$ cat src/design/tlcw_pkg.sv
// ----------------------------------------------------------------------------
// tlcw_pkg
// Shared types, codes and helper functions for the typed limit clamp writer.
// ----------------------------------------------------------------------------
package tlcw_pkg;

   // Type modes of a request
   localparam logic [2:0] MODE_U8   = 3'd0;
   localparam logic [2:0] MODE_S8   = 3'd1;
   localparam logic [2:0] MODE_U16  = 3'd2;
   localparam logic [2:0] MODE_S16  = 3'd3;
   localparam logic [2:0] MODE_U32  = 3'd4;
   localparam logic [2:0] MODE_S32  = 3'd5;
   localparam logic [2:0] MODE_FP32 = 3'd6;
   localparam logic [2:0] MODE_CMD  = 3'd7;

   // Result status codes
   localparam logic [1:0] STATUS_OK        = 2'd0;
   localparam logic [1:0] STATUS_ORDER     = 2'd1;
   localparam logic [1:0] STATUS_NONFINITE = 2'd2;
   localparam logic [1:0] STATUS_TYPE      = 2'd3;

   localparam logic [31:0] EXP_ALL_ONES = 32'h7F80_0000;
   localparam logic [31:0] SIGN32       = 32'h8000_0000;
   localparam logic [31:0] MASK8        = 32'h0000_00FF;
   localparam logic [31:0] MASK16       = 32'h0000_FFFF;
   localparam logic [31:0] SIGN8        = 32'h0000_0080;
   localparam logic [31:0] SIGN16       = 32'h0000_8000;

   typedef struct packed {
      logic [2:0]  mode;
      logic [31:0] request_value;
      logic [31:0] upper_limit;
      logic [31:0] lower_limit;
   } req_type;

   typedef struct packed {
      logic [1:0]  status;
      logic [31:0] clamped_value;
      logic [31:0] stored_upper;
      logic [31:0] stored_lower;
   } rsp_type;

   // Decoded request: masked patterns and their order keys
   typedef struct packed {
      logic        is_cmd;
      logic        non_finite;
      logic [31:0] val;
      logic [31:0] upper;
      logic [31:0] lower;
      logic [31:0] key_val;
      logic [31:0] key_upper;
      logic [31:0] key_lower;
   } dec_type;

   // After the first compare: status known, value clamped against upper
   typedef struct packed {
      logic [1:0]  status;
      logic [31:0] val;
      logic [31:0] upper;
      logic [31:0] lower;
      logic [31:0] key_val;
      logic [31:0] key_lower;
   } cmp_type;

   function automatic logic [31:0] width_mask(input logic [2:0] mode);
      logic [31:0] mask;
      unique case (mode)
         MODE_U8, MODE_S8:   mask = MASK8;
         MODE_U16, MODE_S16: mask = MASK16;
         default:            mask = '1;
      endcase
      return mask;
   endfunction

   // Map a masked pattern onto an unsigned key that sorts in the type's order
   function automatic logic [31:0] order_key(input logic [2:0] mode,
                                             input logic [31:0] bits);
      logic [31:0] key;
      logic [31:0] b;
      b = bits;
      unique case (mode)
         MODE_U8, MODE_U16, MODE_U32: key = bits;
         MODE_S8:  key = bits ^ SIGN8;
         MODE_S16: key = bits ^ SIGN16;
         MODE_S32: key = bits ^ SIGN32;
         default: begin
            // fold negative zero onto positive zero
            if (b == SIGN32) begin
               b = '0;
            end
            key = b[31] ? ~b : (b | SIGN32);
         end
      endcase
      return key;
   endfunction

endpackage

$ cat src/design/tlcw_decode.sv
// ----------------------------------------------------------------------------
// tlcw_decode
// Cut the request patterns to the type width and form their order keys.
// ----------------------------------------------------------------------------
module tlcw_decode (
   input  tlcw_pkg::req_type req,
   output tlcw_pkg::dec_type dec
);
   import tlcw_pkg::*;

   logic [31:0] mask;
   logic [31:0] val;
   logic [31:0] upper;
   logic [31:0] lower;

   assign mask  = width_mask(req.mode);
   assign val   = req.request_value & mask;
   assign upper = req.upper_limit & mask;
   assign lower = req.lower_limit & mask;

   always_comb begin
      dec.is_cmd     = (req.mode == MODE_CMD);
      dec.non_finite = (req.mode == MODE_FP32) &&
                       (((val & EXP_ALL_ONES) == EXP_ALL_ONES) ||
                        ((upper & EXP_ALL_ONES) == EXP_ALL_ONES) ||
                        ((lower & EXP_ALL_ONES) == EXP_ALL_ONES));
      dec.val        = val;
      dec.upper      = upper;
      dec.lower      = lower;
      dec.key_val    = order_key(req.mode, val);
      dec.key_upper  = order_key(req.mode, upper);
      dec.key_lower  = order_key(req.mode, lower);
   end

endmodule

$ cat src/design/typed_limit_clamp_writer.sv
// ----------------------------------------------------------------------------
// typed_limit_clamp_writer
// Check a typed value and its limits, clamp the value and return all three.
// ----------------------------------------------------------------------------
// Usage:
//   The request channel (req_valid, req_stall, req_data) carries a type mode
//   and three 32-bit patterns: value, upper limit and lower limit. The result
//   channel (rsp_valid, rsp_stall, rsp_data) returns one transfer per request:
//   a status plus the clamped value and both limits, zero-extended from the
//   type width, or all zero when the request is rejected.
//   rsp_valid rises once the request has passed the three register stages;
//   throughput is one request per cycle while req_stall stays low. The
//   three register stages hold decode and key forming, limit order check
//   with the upper clamp, then the lower clamp in the output register.
//   Each stage loads whenever it is empty or the stage after it moves, so
//   bubbles collapse and a request is taken while a finished result still
//   waits on rsp_stall. With all stages full and rsp_stall high, req_stall
//   rises and every stage holds.
//   Reset clears the stage valid bits; the block holds no other state.
// ----------------------------------------------------------------------------
module typed_limit_clamp_writer (
   input  logic              clock,
   input  logic              reset,
   input  logic              req_valid,
   output logic              req_stall,
   input  tlcw_pkg::req_type req_data,
   output logic              rsp_valid,
   input  logic              rsp_stall,
   output tlcw_pkg::rsp_type rsp_data
);
   import tlcw_pkg::*;

   // Stage valid bits and payloads
   logic    s1_valid_ff;
   logic    s2_valid_ff;
   logic    s3_valid_ff;
   dec_type s1_data_ff;
   dec_type s1_data_in;
   cmp_type s2_data_ff;
   cmp_type s2_data_in;
   rsp_type s3_data_ff;
   rsp_type s3_data_in;

   // Advance enables, from the output back to the input
   logic adv3;
   logic adv2;
   logic adv1;

   assign adv3 = !s3_valid_ff || !rsp_stall;
   assign adv2 = !s2_valid_ff || adv3;
   assign adv1 = !s1_valid_ff || adv2;

   assign req_stall = !adv1;
   assign rsp_valid = s3_valid_ff;
   assign rsp_data  = s3_data_ff;

   // Stage 1: mask to type width, form order keys, flag bad operands
   tlcw_decode u_decode (
      .req (req_data),
      .dec (s1_data_in)
   );

   // Stage 2: decide status, clamp against the upper limit
   always_comb begin
      s2_data_in.upper     = s1_data_ff.upper;
      s2_data_in.lower     = s1_data_ff.lower;
      s2_data_in.key_lower = s1_data_ff.key_lower;
      if (s1_data_ff.is_cmd) begin
         s2_data_in.status = STATUS_TYPE;
      end else if (s1_data_ff.non_finite) begin
         s2_data_in.status = STATUS_NONFINITE;
      end else if (s1_data_ff.key_lower > s1_data_ff.key_upper) begin
         s2_data_in.status = STATUS_ORDER;
      end else begin
         s2_data_in.status = STATUS_OK;
      end
      if (s1_data_ff.key_val > s1_data_ff.key_upper) begin
         s2_data_in.val     = s1_data_ff.upper;
         s2_data_in.key_val = s1_data_ff.key_upper;
      end else begin
         s2_data_in.val     = s1_data_ff.val;
         s2_data_in.key_val = s1_data_ff.key_val;
      end
   end

   // Stage 3: clamp against the lower limit, zero everything on rejection
   always_comb begin
      s3_data_in.status = s2_data_ff.status;
      if (s2_data_ff.status != STATUS_OK) begin
         s3_data_in.clamped_value = '0;
         s3_data_in.stored_upper  = '0;
         s3_data_in.stored_lower  = '0;
      end else begin
         s3_data_in.clamped_value = (s2_data_ff.key_val < s2_data_ff.key_lower) ?
                                    s2_data_ff.lower : s2_data_ff.val;
         s3_data_in.stored_upper  = s2_data_ff.upper;
         s3_data_in.stored_lower  = s2_data_ff.lower;
      end
   end

   // Valid bits: load when the stage advances, otherwise hold
   always_ff @(posedge clock) begin
      if (reset) begin
         s1_valid_ff <= 1'b0;
         s2_valid_ff <= 1'b0;
         s3_valid_ff <= 1'b0;
      end else begin
         if (adv1) begin
            s1_valid_ff <= req_valid;
         end
         if (adv2) begin
            s2_valid_ff <= s1_valid_ff;
         end
         if (adv3) begin
            s3_valid_ff <= s2_valid_ff;
         end
      end
   end

   // Payload registers: no reset, hold while stalled
   always_ff @(posedge clock) begin
      if (adv1) begin
         s1_data_ff <= s1_data_in;
      end
      if (adv2) begin
         s2_data_ff <= s2_data_in;
      end
      if (adv3) begin
         s3_data_ff <= s3_data_in;
      end
   end

endmodule

$ cat config.mk
export PLATFORM = sky130hd
export DESIGN_NAME = typed_limit_clamp_writer
export DESIGN_NICKNAME = d
export VERILOG_FILES = /design/src/design/tlcw_pkg.sv /design/src/design/tlcw_decode.sv /design/src/design/typed_limit_clamp_writer.sv
export SDC_FILE = /design/constraint.sdc
export NUM_CORES = 1
export LEC_CHECK = 0
export BUFFER_PORTS_ARGS = -buffer_cell sky130_fd_sc_hd__buf_4
export CORE_ASPECT_RATIO = 1.25
export CORE_MARGIN = 2
export CORE_UTILIZATION = 60
export CTS_BUF_LIST = sky130_fd_sc_hd__clkbuf_8
export CTS_CLUSTER_DIAMETER = 120
export DETAILED_ROUTE_END_ITERATION = 8
export GPL_ROUTABILITY_DRIVEN = 0
export GPL_TIMING_DRIVEN = 0
export HOLD_SLACK_MARGIN = 0.12
export PLACE_DENSITY = 0.81
export SKIP_LAST_GASP = 1
export SYNTH_ARGS = -nofsm -noshare
export SYNTH_HDL_FRONTEND = slang
export SYNTH_HIERARCHICAL = 1
export SYNTH_SLANG_ARGS = --single-unit
$ cat constraint.sdc
create_clock -name clock -period 9 [get_ports clock]
set_input_delay 1.8 -clock clock [delete_from_list [all_inputs] [get_ports clock]]
set_output_delay 1.8 -clock clock [all_outputs]
set_load 0.1 [all_outputs]
==> metrics.csv <==
metric;value;unit
dieArea;36100;sq um
max-cap-violations;0;
drc;0;
cts_setup_buffers;0;
hold_path_class;flip-flop to flip-flop;
htreeDepth;3;
hold_slack;0.413;ns
cts-root-buf;clkbuf_8;
skew;0.0269;ns
grt_overflow;0;
synth_top_cell_by_area;edfxtp_1;
synth-async-reset-ratio;0;
seq_area_frac_synth;0.659;
fmax;0.193;GHz
slew_violations;0;
grt_use_total;0.271;
routed_wl;48.6;mm
ys_seq_elements;457;
via_count;13211;
grt_first_pass_wirelength;72.0;mm
finalCritPeriodShare;0.575;
num_rows;76;
finalHoldViolCount;0;
cp-end-kind;output pin;
viasPerCell;5.80;
status;complete, no violations;
ys_warn_count;6;
port_buffers;198;
synth_edf_count;454;
pre_cts_slack;3.79;ns
cts.sinks;457;
post-route-min-period;5.17;ns
drive_above_1_share;0.240;
synth_area_leaders;edfxtp_1, ha_1, mux2_4, nand2_1, and2_1;
grt_max_degree;119;
final_nets;1955;
antenna_found_initial;2;
maxSlewHeadroom;0.380;
io-pin-count;203;
cp-start-kind;primary input;
critical_path_required;7.20;ns
fp.dieW;170;microns
p_per_area;227;nW/um^2
max-vdd-ir-drop;0.111;mV
top_layer;met4;
setup_viol;0;
ys_types;59;
drt-met1-wl;18.4;mm
clk_pin_slew;0.06;ns
grt_pass1_vias;12867;
cts_resized;0;
numCtsBuffers;67;
clock_path_buffers;3;
met2_length;23.8;mm
cp.arrival;3.37;ns
setup_ws;3.83;ns
syn_area;20800;sq um
netlist_top_cells_count;edfxtp_1, nand2_1, inv_1, ha_1, and2_1;
drtIter0Drc;1478;
synth.avg_cell_area;14.0;sq um
ant_nets;0;
cts_tree;built;
total_power;5490;uW
clk-insertion-delay-late;0.62;ns
die_h;212;microns
routedWlPerCell;21.4;microns
hold_buffers;0;
synthesis.nets;1685;
postSynthCellCount;1487;
initial_core_util;0.605;
rsz0062_at_grt;no;
fp.coreArea;34300;sq um
r2r_slack;5.85;ns
drt_pre_antenna_iters;6;
p_leak;0.0105;uW
hpwl;36.7;mm
synthFlopType;edfxtp_1;
yosysMostFrequentCell;edfxtp_1;
cp_max_fo;118;
crit_type;primary input to output pin;
met3_length;4.58;mm
synth_top_area_frac;0.656;
area_delta_synth_final;16.3;%
setup_tns;0;ns
tightest_slew;0.930;ns
## layout make-up
class,count,area (sq um)
fill,2249,10200
inverter,103,392
clock buffer,70,963
antenna,3,7.51
multi-input combinational,844,6170
clock inverter,47,235
buffer,83,547
sequential,457,13700
tap,468,586
timing repair buffer,201,1570
## worst paths after layout
path | startpoint | end | depth (start not counted)
max | rsp_stall | req_stall | 5
max reg2reg | s1_data_ff[51] | s2_data_ff[133] | 10
min | s1_data_ff[103] | s2_data_ff[71] | 0
min reg2reg | s1_data_ff[103] | s2_data_ff[71] | 0
## placed cells by master (no fill, tap or decap), types with 10 or more instances in the layout
cell type  synthesis  final
nor2_1            27     27
ha_1              95     95
mux2i_1           37     37
nand3b_1          23     23
and2_1            83     83
mux2_4            60     60
clkbuf_1          26     26
nand4_1           26     26
nor4_1            31     31
a21oi_1           49     49
nand3_1           16     16
edfxtp_1         454    454
buf_6             13     13
o31ai_1           40     40
clkinv_1           0     14
xor2_1            10     10
inv_1            103    122
o21ai_0           62     62
clkbuf_8           0     70
nand2_1          168    166
nor2b_1           32     32
buf_4             33    231
buf_2             11     11
## flip-flops by register name, indices dropped and copies added, names as in the netlist
signal,cells
s1_data_ff,194
s2_data_ff,162
rsp_data,98
rsp_valid,1
s1_valid_ff,1
s2_valid_ff,1
## metal layers
| layer | track usage | up-vias |
|---|---|---|
| met5 | 0 | - |
| met4 | 0.118 | 0 |
| met2 | 0.452 | 751 |
| met1 | 0.348 | 6327 |
| li1 | - | 6013 |
| met3 | 0.0532 | 120 |
## critical path, stage by stage
cell	delay (ns)
buf_4	0.10
and3_1	0.37
nand2_8	0.51
inv_1	0.25
buf_4	0.32
## kinds of logic after synthesis
group                    count (synthesis)  share of synthesized area
AND/OR/NAND/NOR                        443                      0.112
flip-flops                             457                      0.659
XOR/XNOR                                10                    0.00422
adder cells (fa/ha/maj)                 95                     0.0572
multiplexers                           101                     0.0634
buffers and inverters                  186                     0.0449
AO/OA/AOI/OAI                          195                     0.0592
## power breakdown
part	total (uW)	internal [uW]	switching [uW]	leakage (uW)
sequential	2660	2580	79.1	0.00517
clock	1520	752	768	0.000679
combinational	1310	395	914	0.00467
## through the flow
| step | cells | utilization | area (sq um) |
|---|---|---|---|
| 2_1_floorplan | 1487 | - | 20800 |
| 3_3_place_gp | 2153 | 0.666 | 22800 |
| 3_5_place_dp | 2156 | 0.669 | 23000 |
| 4_1_cts | 2273 | 0.704 | 24200 |
| 5_1_grt | 2274 | 0.704 | 24200 |
| 6_report | 2276 | 0.704 | 24200 |
(Power assumes the default switching activity.)
